## src/sv/ahcm_pkg.sv

```systemverilog
package ahcm_pkg;

  typedef enum logic [1:0] {
    MODE_INACTIVE = 2'd0,
    MODE_PENDING  = 2'd1,
    MODE_ACTIVE   = 2'd2,
    MODE_CLEARING = 2'd3
  } mode_t;

  localparam logic [1:0] REG_RAISE_LEVEL   = 2'd0;
  localparam logic [1:0] REG_CLEAR_LEVEL   = 2'd1;
  localparam logic [1:0] REG_CONFIRM_COUNT = 2'd2;
  localparam logic [1:0] REG_RELEASE_COUNT = 2'd3;

  typedef struct packed {
    logic signed [15:0] raise_level;
    logic signed [15:0] clear_level;
    logic [15:0]        confirm_count;
    logic [15:0]        release_count;
  } cfg_t;

  typedef struct packed {
    mode_t       mode;
    logic [15:0] run_length;
    logic [31:0] activations;
    logic [31:0] rejections;
  } state_t;

endpackage

```

## src/sv/ahcm_step.sv

```systemverilog
module ahcm_step
  import ahcm_pkg::*;
(
  input  cfg_t               cfg,
  input  state_t             state,
  input  logic signed [15:0] sample,
  input  logic               sample_invalid,
  output state_t             state_next
);

  logic        high;
  logic        low;
  logic [15:0] run_inc;

  assign high    = sample > cfg.raise_level;
  assign low     = sample < cfg.clear_level;
  assign run_inc = state.run_length + 16'd1;

  always_comb begin
    state_next = state;
    if (sample_invalid) begin
      state_next.rejections = state.rejections + 32'd1;
    end else begin
      case (state.mode)
        MODE_INACTIVE: begin
          if (high) begin
            if (16'd1 >= cfg.confirm_count) begin
              state_next.mode        = MODE_ACTIVE;
              state_next.run_length  = 16'd0;
              state_next.activations = state.activations + 32'd1;
            end else begin
              state_next.mode       = MODE_PENDING;
              state_next.run_length = 16'd1;
            end
          end
        end
        MODE_PENDING: begin
          if (high) begin
            if (run_inc >= cfg.confirm_count) begin
              state_next.mode        = MODE_ACTIVE;
              state_next.run_length  = 16'd0;
              state_next.activations = state.activations + 32'd1;
            end else begin
              state_next.run_length = run_inc;
            end
          end else begin
            state_next.mode       = MODE_INACTIVE;
            state_next.run_length = 16'd0;
          end
        end
        MODE_ACTIVE: begin
          if (low) begin
            if (16'd1 >= cfg.release_count) begin
              state_next.mode       = MODE_INACTIVE;
              state_next.run_length = 16'd0;
            end else begin
              state_next.mode       = MODE_CLEARING;
              state_next.run_length = 16'd1;
            end
          end
        end
        default: begin
          if (low) begin
            if (run_inc >= cfg.release_count) begin
              state_next.mode       = MODE_INACTIVE;
              state_next.run_length = 16'd0;
            end else begin
              state_next.run_length = run_inc;
            end
          end else begin
            state_next.mode       = MODE_ACTIVE;
            state_next.run_length = 16'd0;
          end
        end
      endcase
    end
  end

endmodule

```

## src/sv/alert_hysteresis_confirm_monitor.sv

```systemverilog
// Channel   Handshake             Payload
// input     in_valid / in_stall   sample, sample_invalid
// output    out_valid / out_stall alert_state, activation_total, rejected_total
// config    cfg_valid / cfg_ready cfg_index, cfg_data
//
// One item is taken every clock unless the output stalls; it passes s1, then state.
// The rate is set by the single update of the state register per item.
// Synchronous reset clears the state and valid flags; levels reset to 0 and -1.
// A stalled result holds the state; the input register still takes one item.
// The configuration port is always ready.
module alert_hysteresis_confirm_monitor
  import ahcm_pkg::*;
(
  input  logic               clk,
  input  logic               rst,
  input  logic               in_valid,
  output logic               in_stall,
  input  logic signed [15:0] sample,
  input  logic               sample_invalid,
  output logic               out_valid,
  input  logic               out_stall,
  output logic [1:0]         alert_state,
  output logic [31:0]        activation_total,
  output logic [31:0]        rejected_total,
  input  logic               cfg_valid,
  output logic               cfg_ready,
  input  logic [1:0]         cfg_index,
  input  logic [15:0]        cfg_data
);

  cfg_t               cfg;
  state_t             state;
  state_t             state_next;
  logic               s1_valid;
  logic signed [15:0] s1_sample;
  logic               s1_invalid;
  logic               advance;

  assign cfg_ready = 1'b1;
  assign advance   = s1_valid && !(out_valid && out_stall);
  assign in_stall  = s1_valid && !advance;

  always_ff @(posedge clk) begin
    if (rst) begin
      cfg.raise_level   <= 16'sd0;
      cfg.clear_level   <= -16'sd1;
      cfg.confirm_count <= 16'd1;
      cfg.release_count <= 16'd1;
    end else if (cfg_valid && cfg_ready) begin
      case (cfg_index)
        REG_RAISE_LEVEL:   cfg.raise_level   <= cfg_data;
        REG_CLEAR_LEVEL:   cfg.clear_level   <= cfg_data;
        REG_CONFIRM_COUNT: cfg.confirm_count <= cfg_data;
        REG_RELEASE_COUNT: cfg.release_count <= cfg_data;
        default: begin
        end
      endcase
    end
  end

  always_ff @(posedge clk) begin
    if (in_valid && !in_stall) begin
      s1_sample  <= sample;
      s1_invalid <= sample_invalid;
    end
  end

  ahcm_step u_step (
    .cfg            (cfg),
    .state          (state),
    .sample         (s1_sample),
    .sample_invalid (s1_invalid),
    .state_next     (state_next)
  );

  always_ff @(posedge clk) begin
    if (rst) begin
      s1_valid          <= 1'b0;
      out_valid         <= 1'b0;
      state.mode        <= MODE_INACTIVE;
      state.run_length  <= 16'd0;
      state.activations <= 32'd0;
      state.rejections  <= 32'd0;
    end else begin
      if (in_valid && !in_stall) begin
        s1_valid <= 1'b1;
      end else if (advance) begin
        s1_valid <= 1'b0;
      end
      if (advance) begin
        state     <= state_next;
        out_valid <= 1'b1;
      end else if (!out_stall) begin
        out_valid <= 1'b0;
      end
    end
  end

  assign alert_state      = state.mode;
  assign activation_total = state.activations;
  assign rejected_total   = state.rejections;

endmodule

```

## config.mk

```make
export PLATFORM = sky130hd
export DESIGN_NAME = alert_hysteresis_confirm_monitor
export DESIGN_NICKNAME = d
export VERILOG_FILES = /design/src/sv/ahcm_pkg.sv /design/src/sv/ahcm_step.sv /design/src/sv/alert_hysteresis_confirm_monitor.sv
export SDC_FILE = /design/constraint.sdc
export NUM_CORES = 1
export LEC_CHECK = 0
export ABC_AREA = 1
export BUFFER_PORTS_ARGS = -buffer_cell sky130_fd_sc_hd__buf_2
export CAP_MARGIN = 20
export CORE_ASPECT_RATIO = 1.2
export CORE_UTILIZATION = 54
export CTS_CLUSTER_SIZE = 24
export DETAILED_ROUTE_END_ITERATION = 10
export HOLD_SLACK_MARGIN = 0.12
export PLACE_DENSITY = 0.83
export REMOVE_ABC_BUFFERS = 1
export SYNTH_ARGS = -nofsm -noshare
export SYNTH_HDL_FRONTEND = slang
export SYNTH_SLANG_ARGS = --single-unit
```

## constraint.sdc

```tcl
create_clock -name clk -period 2.6 [get_ports clk]
set_input_delay 0.39 -clock clk [delete_from_list [all_inputs] [get_ports clk]]
set_output_delay 0.39 -clock clk [all_outputs]
set_load 0.01 [all_outputs]
```

==> impl_metrics.toml, run 1 <==
[die]
start_util = 0.5500
die_area_mm2 = 0.01830
die_w_um = 123.7
die_h_um = 148.0
core-area_mm2 = 0.01744
io_pins = 109
row_count = 53

[finish]
nNetsFinal = 1495
syn2layout_area_growth_pct = 24.09
design_area_mm2 = 0.01190
final_core_util = 0.6825
stdcell_count = 1622
n_antenna_cell = 0
drive_gt1_frac = 0.2725
fillerInstances = 1323

[pwr]
p_per_area_mw_per_mm2 = 545.2
leakagePower_nw = 5.071
peakVddDrop_mv = 0.5009
finalPower_mw = 6.490

[min_path]
hold_path_depth = 1
hp-class = "in2reg"
hold_path.startpoint = "sample[9]"
hold_end = "s1_sample[9]"

[sta]
final_hold_viol_count = 0
maxSlewHeadroom = 0.4217
finalClockSkew_ps = 11.07
rsz0062_at_grt = "true"
layout_min_cycle_time_ps = 3162
drv_slew = 0
timing.hold.ws_ps = 130.4
worstMarginPinSlew_ps = 866.5
setup_viol_count_final = 50
fmax_mhz = 316.2
finalWorstSetupSlack_ps = -562.2
fin_crit_sh = 1.216
fin_setup_tns_ps = -25050

[global_route]
grt_pass1_wl_um = 43490
grt_overflow = 0
antenna_found_initial = 0
grt_max_degree = 105
grtUsageTotal = 0.3025
grt_pass1_vias = 9038

[clock_network]
cts_buffer_depth = 2
clock_latency_ps = 440
htreeDepth = 4
clkSinkCount = 165
cts_buffers = 17
clk_pin_slew_ps = 70
cts_root_buffer = "clkbuf_16"
cts_tree = "yes"

[yosys]
synth_seq_cells = 165
yosys.area.top_type = "dfxtp_1"
synth_common_cells = "nand2_1, inv_1, dfxtp_1"
synthTopCellsByArea = "dfxtp_1, ha_1, nand2_1, a21oi_1, inv_1"
mappedNetlistArea_mm2 = 0.009593
yosysMostFrequentCell = "nand2_1"
synth_cell_type_count = 39
synthCells = 1282
synth.avg_cell_area_um2 = 7.483
synth-edff-count = 17
synth_top_flop_cell = "dfxtp_1"
yosys_warnings = 0
async_flop_share = 0
yosysTopAreaCellShare = 0.3089
seq_area_frac_synth = 0.3621

[routing]
firstDrtPassIters = 5
ant_nets = 0
drtIter0Drc = 728
drc_errors = 0
viasPerCell = 5.783
wire_per_inst_um = 17.57
wl_um = 28510
vias = 9380

[setup_path]
slowest_delay_ps = 370
timing.rr.end = "activation_total[31]"
start_kind = "flip-flop"
cp.arrival_ps = 3530
crit_path_cell_trace = "inv_2 -> nor4_4 -> nand2_2 -> nor3_4 -> xnor2_2 -> inv_2 -> ha_4 -> buf_6 -> a21oi_2 -> o21ai_1 -> a21oi_1 -> nand3_2 -> o21ai_2 -> a21oi_4 -> buf_12 -> buf_12 -> nand2_8 -> nand2_1 -> a21oi_1"
critPathTopFamily = "simple AND/OR/NAND/NOR gates"
cp.required_ps = 2960
cp_max_fo = 8
worstPathBufferInverterCount = 5
r2r_setup_slack_ps = -560
critPathSlowestCell = "dfxtp_2"
reg2reg_from = "state[68]"
crit_path_end_kind = "flip-flop"
worstRegToRegCells = 19
worstSetupPathType = "reg2reg"

[placement]
place_ws_ps = -450.0
dpl_cell_area_mm2 = 0.01013
dpl.hpwl_um = 17020
place.gp.congestion = 0.9366
dp.cells = 1552
io_buffers = 107

[flow_run]
maxCapViolCount = 0

[status]
violations = "negative setup slack"
status = "complete, but fails checks"
## where the power goes
part           total (mW)  internal (mW)  switching, mW
logic                1.24          0.510          0.732
clock network        2.53           1.46           1.07
registers            2.71           2.66         0.0525
## cells in the final DEF, fill, tap and decap left out, drive strengths merged, types with 4 or more instances in the layout
| cell | netlist | routed |
|---|---|---|
| nand2 | 229 | 233 |
| buf | 79 | 179 |
| inv | 155 | 158 |
| dfxtp | 148 | 148 |
| a21oi | 145 | 145 |
| nor2 | 109 | 109 |
| o21ai | 83 | 83 |
| ha | 66 | 66 |
| nand3 | 62 | 62 |
| nor3 | 41 | 41 |
| xor2 | 30 | 30 |
| nand4 | 24 | 24 |
| clkbuf | 28 | 22 |
| o211ai | 17 | 17 |
| edfxtp | 17 | 17 |
| nor4 | 16 | 16 |
| xnor2 | 15 | 15 |
| dlygate4sd3 | 0 | 12 |
| o21a | 8 | 8 |
| a31oi | 5 | 5 |
| clkinv | 0 | 4 |
## per-layer routing
| metal | track usage | wire length, um |
|---|---|---|
| met5 | 0 | 0 |
| met4 | 0.1663 | 1771 |
| met3 | 0.07060 | 1957 |
| met2 | 0.5192 | 14370 |
| met1 | 0.3400 | 10410 |
## layout make-up
cell class,count,area (um2),area share
Clock buffer,22,496.7,0.04173
Clock inverter,10,92.59,0.007778
Inverter,155,586.8,0.04930
Multi-Input combinational cell,859,5620,0.4721
Sequential cell,165,3482,0.2925
Tap cell,220,275.3,0.02312
Timing Repair Buffer,191,1350,0.1134
## sequential cells by signal (all words and copies together), names as in the netlist
signal            count
activation_total     32
s1_valid              1
out_valid             1
cfg                  64
alert_state           2
s1_invalid            1
rejected_total       32
s1_sample            16
state                16
## repair_timing
item	in CTS	in global routing
buffers inserted	11	12
gates resized for setup	97	82
pin swaps	47	34
setup endpoints to repair	50	50
endpoints found under the hold margin	3	9
hold buffers	3	9
cloned	5	1
## how the worst max path moves through the flow
stage / from / endpoint / cells past startpoint
2_1_floorplan: state[64] / activation_total[0] / 16
3_5_place_dp: state[64] / activation_total[1] / 18
6_report: state[68] / activation_total[31] / 19
4_1_cts: state[70] / state[74] / 19
5_1_grt: state[68] / activation_total[31] / 19
3_3_place_gp: state[67] / activation_total[1] / 17
## logic make-up (layout without fill, tap and decap cells)
group	after synthesis	after routing	share of synthesized area
buf+inv	262	378	0.1358
other cells	1	1	0.0003909
compound gates	260	260	0.1453
fa+ha+maj	66	66	0.08608
flops	165	165	0.3621
xor+xnor	45	45	0.04109
simple gates	483	487	0.2293
No activity file was read; power rests on OpenSTA's default activity.
==> inputs of run 2 (changes only) <==
--- a/config.mk
+++ b/config.mk
@@ -5,16 +5,16 @@
 export SDC_FILE = /design/constraint.sdc
 export NUM_CORES = 1
 export LEC_CHECK = 0
-export ABC_AREA = 1
+export ABC_AREA = 0
 export BUFFER_PORTS_ARGS = -buffer_cell sky130_fd_sc_hd__buf_2
 export CAP_MARGIN = 20
 export CORE_ASPECT_RATIO = 1.2
-export CORE_UTILIZATION = 54
+export CORE_UTILIZATION = 53
 export CTS_CLUSTER_SIZE = 24
 export DETAILED_ROUTE_END_ITERATION = 10
+export GPL_TIMING_DRIVEN = 1
 export HOLD_SLACK_MARGIN = 0.12
 export PLACE_DENSITY = 0.83
-export REMOVE_ABC_BUFFERS = 1
 export SYNTH_ARGS = -nofsm -noshare
 export SYNTH_HDL_FRONTEND = slang
 export SYNTH_SLANG_ARGS = --single-unit
==> run 2 against run 1 <==
Against the previous run:
- the flow still finishes with violations (negative setup slack)
- worst setup slack worse by 550 ps
- die area down 3.2%
- area after synthesis shrank 5.0%
- largest power group is now the clock network
- register-to-register slack got worse by 550 ps
- sequential power decreased by 1%
- highest routed layer unchanged
- largest cell class unchanged
==> impl_metrics.toml, run 2 <==
[status]
status = "complete, but fails checks"
violations = "negative setup slack"

[setup_path]
cp.required_ps = 2900
worstRegToRegCells = 17
cp-startpoint = "state[65]"
crit_path_cell_trace = "ha_4 -> nand2_2 -> or2_4 -> nor2_4 -> nand3_2 -> or2_4 -> or2_4 -> xnor2_2 -> ha_1 -> nand4_1 -> a211oi_2 -> a21oi_2 -> a2111o_1 -> buf_12 -> nor4_4 -> xnor2_1 -> nor2_1"
critPathTopFamily = "simple AND/OR/NAND/NOR gates"
start_kind = "flip-flop"
worst-path-stages = 17
critPathSlowestCell = "dfxtp_4"
worstSetupPathType = "reg2reg"
path_common_cell = "or2_4"
cp.arrival_ps = 4010
endpoint = "activation_total[21]"
crit_path_end_kind = "flip-flop"
cp_max_fo = 28
r2r_setup_slack_ps = -1110
slowest_delay_ps = 370
timing.rr.end = "activation_total[21]"
worstPathBufferInverterCount = 1
reg2reg_from = "state[65]"

[global_route]
grt_pass1_wl_um = 39610
antenna_found_initial = 0
grt_pass1_vias = 8411
grt_overflow = 0
grtUsageTotal = 0.2803
grt_max_degree = 68

[yosys]
synth_top_flop_cell = "dfxtp_1"
synth_seq_cells = 165
synthTopCellsByArea = "dfxtp_1, ha_1, nand2_1, buf_4, edfxtp_1"
seq_area_frac_synth = 0.3813
yosys.area.top_type = "dfxtp_1"
mappedNetlistArea_mm2 = 0.009110
synth.avg_cell_area_um2 = 8.289
synth_common_cells = "nand2_1, dfxtp_1, inv_1"
yosysMostFrequentCell = "nand2_1"
yosys_warnings = 0
synth-edff-count = 17
async_flop_share = 0
synthCells = 1099
yosysTopAreaCellShare = 0.3252
synth_cell_type_count = 71
syn_nets = 1205

[clock_network]
clock_latency_ps = 440
cts_buffers = 17
htreeDepth = 4
cts_tree = "yes"
clkSinkCount = 165
cts_root_buffer = "clkbuf_16"
clk_pin_slew_ps = 70
cts_buffer_depth = 2

[pwr]
finalPower_mw = 5.948
p_comb_frac = 0.087
p_switching_mw = 1.464
peakVddDrop_mv = 0.3761
p_per_area_mw_per_mm2 = 530.1
seqPwrFrac = 0.450
intPower_mw = 4.484
clkPwrFrac = 0.464
switching_share = 0.2461
leakagePower_nw = 4.779

[min_path]
hold_path.startpoint = "sample[6]"
hp-class = "in2reg"

[die]
start_util = 0.5406
die_h_um = 145.6
core-area_mm2 = 0.01685
die_w_um = 121.7
die_area_mm2 = 0.01772
row_count = 52
io_pins = 109

[routing]
vias = 8481
firstDrtPassIters = 5
wl_um = 25070
drc_errors = 0
drtIter0Drc = 667
viasPerCell = 5.797
ant_nets = 0
wire_per_inst_um = 17.14

[sta]
fin_crit_sh = 1.427
rsz0062_at_grt = "true"
timing.hold.ws_ps = 125.3
fmax_mhz = 269.5
setup_viol_count_final = 50
finalClockSkew_ps = 12.45
final_hold_viol_count = 0
layout_min_cycle_time_ps = 3711
worstMarginPinSlew_ps = 818.1
drv_slew = 0
finalWorstSetupSlack_ps = -1111
maxSlewHeadroom = 0.4533

[finish]
drive_gt1_frac = 0.2678
syn2layout_area_growth_pct = 23.16
design_area_mm2 = 0.01122
final_cell_mix = "nand2_1, dfxtp_1, buf_2, buf_4, inv_1"
nNetsFinal = 1340
final_common_cell = "nand2_1"
final_core_util = 0.6658
regMostFlops = "cfg"
largest_register_ffs = 64
n_antenna_cell = 0

[placement]
dpl.hpwl_um = 16310
io_buffers = 107
place.gp.congestion = 0.9205
place_ws_ps = -1094
dpl_cell_area_mm2 = 0.01011

[flow_run]
maxCapViolCount = 0
## run 2: worst min path at each step
stage                         to  slack, ps  depth (start not counted)
finish              s1_sample[6]        130                          1
global route        s1_sample[0]        120                          1
CTS                 s1_sample[3]        120                          1
detailed placement       cfg[50]        450                          2
global placement         cfg[55]        440                          2
floorplan                cfg[32]        440                          2
## run 2: logic make-up after synthesis
group | share of synthesized area
other | 0.0004116
buffers and inverters | 0.1080
multiplexers | 0.004670
AND/OR/NAND/NOR | 0.2567
XOR/XNOR | 0.06345
AO/OA/AOI/OAI | 0.09490
adder cells (fa/ha/maj) | 0.09065
flip-flops | 0.3813
## run 2: repair_timing
item,4_1_cts,5_1_grt
endpoints found under the hold margin,0,3
setup buffers,7,6
hold buffers,0,3
pin swaps,12,26
gates cloned,1,0
resized for setup,36,35
setup endpoints to repair,50,50
## run 2: layer usage
layer / GRT usage / part of all wire
met2: 0.4980 / 0.51
met5: 0 / 0
met3: 0.06152 / 0.065
met1: 0.3138 / 0.38
met4: 0.1296 / 0.046
## run 2: cell type report
class	instances	area (um2)
fill	1207	5632
inverter	82	307.8
tap	216	270.3
multi-input combinational	747	5047
timing repair buffer	221	1473
clock buffer	19	442.9
clock inverter	13	192.7
sequential	165	3486
## run 2: power groups by stage
stage / Combinational [mW] / Sequential [mW] / Clock, mW
CTS: 0.484 / 2.67 / 2.75
global route: 0.561 / 2.68 / 2.85
finish: 0.517 / 2.67 / 2.76
global placement: 0.443 / 2.73 / 0
detailed placement: 0.459 / 2.73 / 0
floorplan: 0.289 / 2.72 / 0
## run 2: through the flow
stage,setup TNS [ps],std cells
after global placement,-37910,1414
after CTS,-39540,1454
after floorplan,-37770,1099
after detailed placement,-41460,1414
after global routing,-55590,1463
final,-50190,1463
==> inputs of run 3 (changes only) <==
==> constraint.sdc (replaced) <==
create_clock -name clk -period 3.2 [get_ports clk]
set_input_delay 0.48 -clock clk [delete_from_list [all_inputs] [get_ports clk]]
set_output_delay 0.48 -clock clk [all_outputs]
set_load 0.01 [all_outputs]
==> run 3 against run 2 <==
Against the previous run:
- the flow still finishes with violations (negative setup slack)
- clock skew increased by 5.8 ps
- design area shrank 2.4%
- critical path depth stayed put
- combinational power fell by 22%
- worst setup slack better by 600 ps
- global-route usage down 0.17 points
- clock power down 22%
- via count fell by 3.7%
- sequential share of layout area rose by 0.77 points
- routed wire length is 2.7% lower
- die area stayed put
- critical endpoint is now state[69]
- largest power group is now registers
==> impl_metrics.toml, run 3 (synthesis gave the netlist of run 2 again) <==
[sta]
drv_slew = 0
rsz0062_at_grt = "true"
fin_setup_tns_ps = -17450
layout_min_cycle_time_ps = 3713
maxSlewHeadroom = 0.4873
setup_viol_count_final = 50
final_hold_viol_count = 0
finalWorstSetupSlack_ps = -513.1
worstMarginPinSlew_ps = 769.0
timing.hold.ws_ps = 209.4
fin_crit_sh = 1.160
finalClockSkew_ps = 18.26
fmax_mhz = 269.3

[routing]
firstDrtPassIters = 5
wire_per_inst_um = 17.15
vias = 8170
drtIter0Drc = 549
drc_errors = 0
ant_nets = 0
wl_um = 24410
viasPerCell = 5.741

[setup_path]
r2r_setup_slack_ps = -510
reg2reg_from = "state[66]"
timing.rr.end = "state[69]"
cp_max_fo = 7
cp.required_ps = 3530
start_kind = "flip-flop"
worstSetupPathType = "reg2reg"
crit_path_end_kind = "flip-flop"
worstRegToRegCells = 17
cp.arrival_ps = 4040

[clock_network]
clkSinkCount = 165
clock_latency_ps = 440
cts_root_buffer = "clkbuf_16"
cts_buffer_depth = 2
cts_buffers = 17
clk_pin_slew_ps = 70
htreeDepth = 4
cts_tree = "yes"

[finish]
n_antenna_cell = 0
regMostFlops = "cfg"
drive_gt1_frac = 0.2370
syn2layout_area_growth_pct = 20.16
final_cell_mix = "nand2_1, dfxtp_1, buf_2, inv_1, nor2_1"
fillerInstances = 1228
final_common_cell = "nand2_1"
largest_register_ffs = 64
nNetsFinal = 1300

[die]
die_w_um = 121.7
die_h_um = 145.6
start_util = 0.5406
core-area_mm2 = 0.01685
row_count = 52
io_pins = 109
die_area_mm2 = 0.01772

[global_route]
grt_max_degree = 84
grt_overflow = 0
antenna_found_initial = 0
grt_pass1_vias = 8152
grt_pass1_wl_um = 39140
grtUsageTotal = 0.2785

[pwr]
leakagePower_nw = 4.534
clkPwrFrac = 0.454
switching_share = 0.2509
p_switching_mw = 1.184
seqPwrFrac = 0.461
intPower_mw = 3.534
finalPower_mw = 4.717
p_comb_frac = 0.085
p_per_area_mw_per_mm2 = 430.9
peakVddDrop_mv = 0.3256

[placement]
io_buffers = 107
place.gp.congestion = 0.8585
dpl.hpwl_um = 15720

[status]
violations = "negative setup slack"
status = "complete, but fails checks"

[min_path]
hold_path.startpoint = "sample[12]"
hold_end = "s1_sample[12]"
hp-class = "in2reg"
hold_path_depth = 1

[flow_run]
maxCapViolCount = 0
[run 3: cell count changes in the layout (fill, tap and decap cells not counted), sizes merged]
cell / change
buf: -37
bufinv: -1
dlygate4sd3: -3
inv: -2
clkinv: +3
[run 3: critical path, cell delays in order, from the launching register on]
cell and delay (ps):
dfxtp_2 350, nand3_2 110, nor3_2 210, nand4_1 190
nor2_2 190, nand3_1 130, buf_4 180, xnor2_2 180
ha_1 290, a21o_1 200, a21oi_4 130, o221ai_2 110
a21oi_2 200, nand4_1 190, buf_4 210, and2_4 160
or3_1 340, a31oi_1 250
[run 3: per-layer routing]
metal | up-vias | routed length, um | global-route usage
li1 | 3880 | - | -
met5 | - | 0 | 0
met1 | 3828 | 9606 | 0.3221
met3 | 105 | 1579 | 0.05799
met2 | 357 | 12090 | 0.4724
met4 | 0 | 1132 | 0.1574
[run 3: power by group through the flow]
stage	Sequential (mW)	Clock [mW]	Combinational, mW
6_report	2.17	2.14	0.402
3_5_place_dp	2.22	0	0.359
3_3_place_gp	2.22	0	0.345
2_1_floorplan	2.21	0	0.234
4_1_cts	2.17	2.15	0.382
5_1_grt	2.18	2.23	0.442
[run 3: how the worst max path moves through the flow]
stage                      endpoint  cells after the start  startpoint
3_5_place_dp   activation_total[21]                     17   state[65]
4_1_cts        activation_total[17]                     17   state[65]
5_1_grt        activation_total[10]                     15   state[66]
2_1_floorplan  activation_total[19]                     18   state[65]
3_3_place_gp   activation_total[21]                     17   state[65]
6_report                  state[69]                     17   state[66]
[run 3: cell type report]
class | count | area [um2] | share of cell area
Multi-Input combinational cell | 747 | 5076 | 0.4637
Sequential cell | 165 | 3486 | 0.3184
Timing Repair Buffer | 181 | 1199 | 0.1095
Clock buffer | 19 | 432.9 | 0.03955
Inverter | 82 | 307.8 | 0.02812
Tap cell | 216 | 270.3 | 0.02469
Clock inverter | 13 | 175.2 | 0.01600
[run 3: what timing repair did]
action                     CTS  global route
pin swaps                   27            13
hold buffers                 0             0
buffers inserted             5            10
gates cloned                 2             0
resized for setup           43            21
setup endpoints to repair   50            50
[run 3: per-stage QoR]
stage	instance area [um2]	setup slack (ps)	cells	utilization
6_report	10950	-513.1	1423	0.6496
5_1_grt	10950	-587.3	1423	0.6496
4_1_cts	10730	-339.7	1414	0.6365
3_5_place_dp	9832	-431.2	1375	0.5835
3_3_place_gp	9832	-362.5	1375	0.5835
2_1_floorplan	9203	-277.1	1099	-
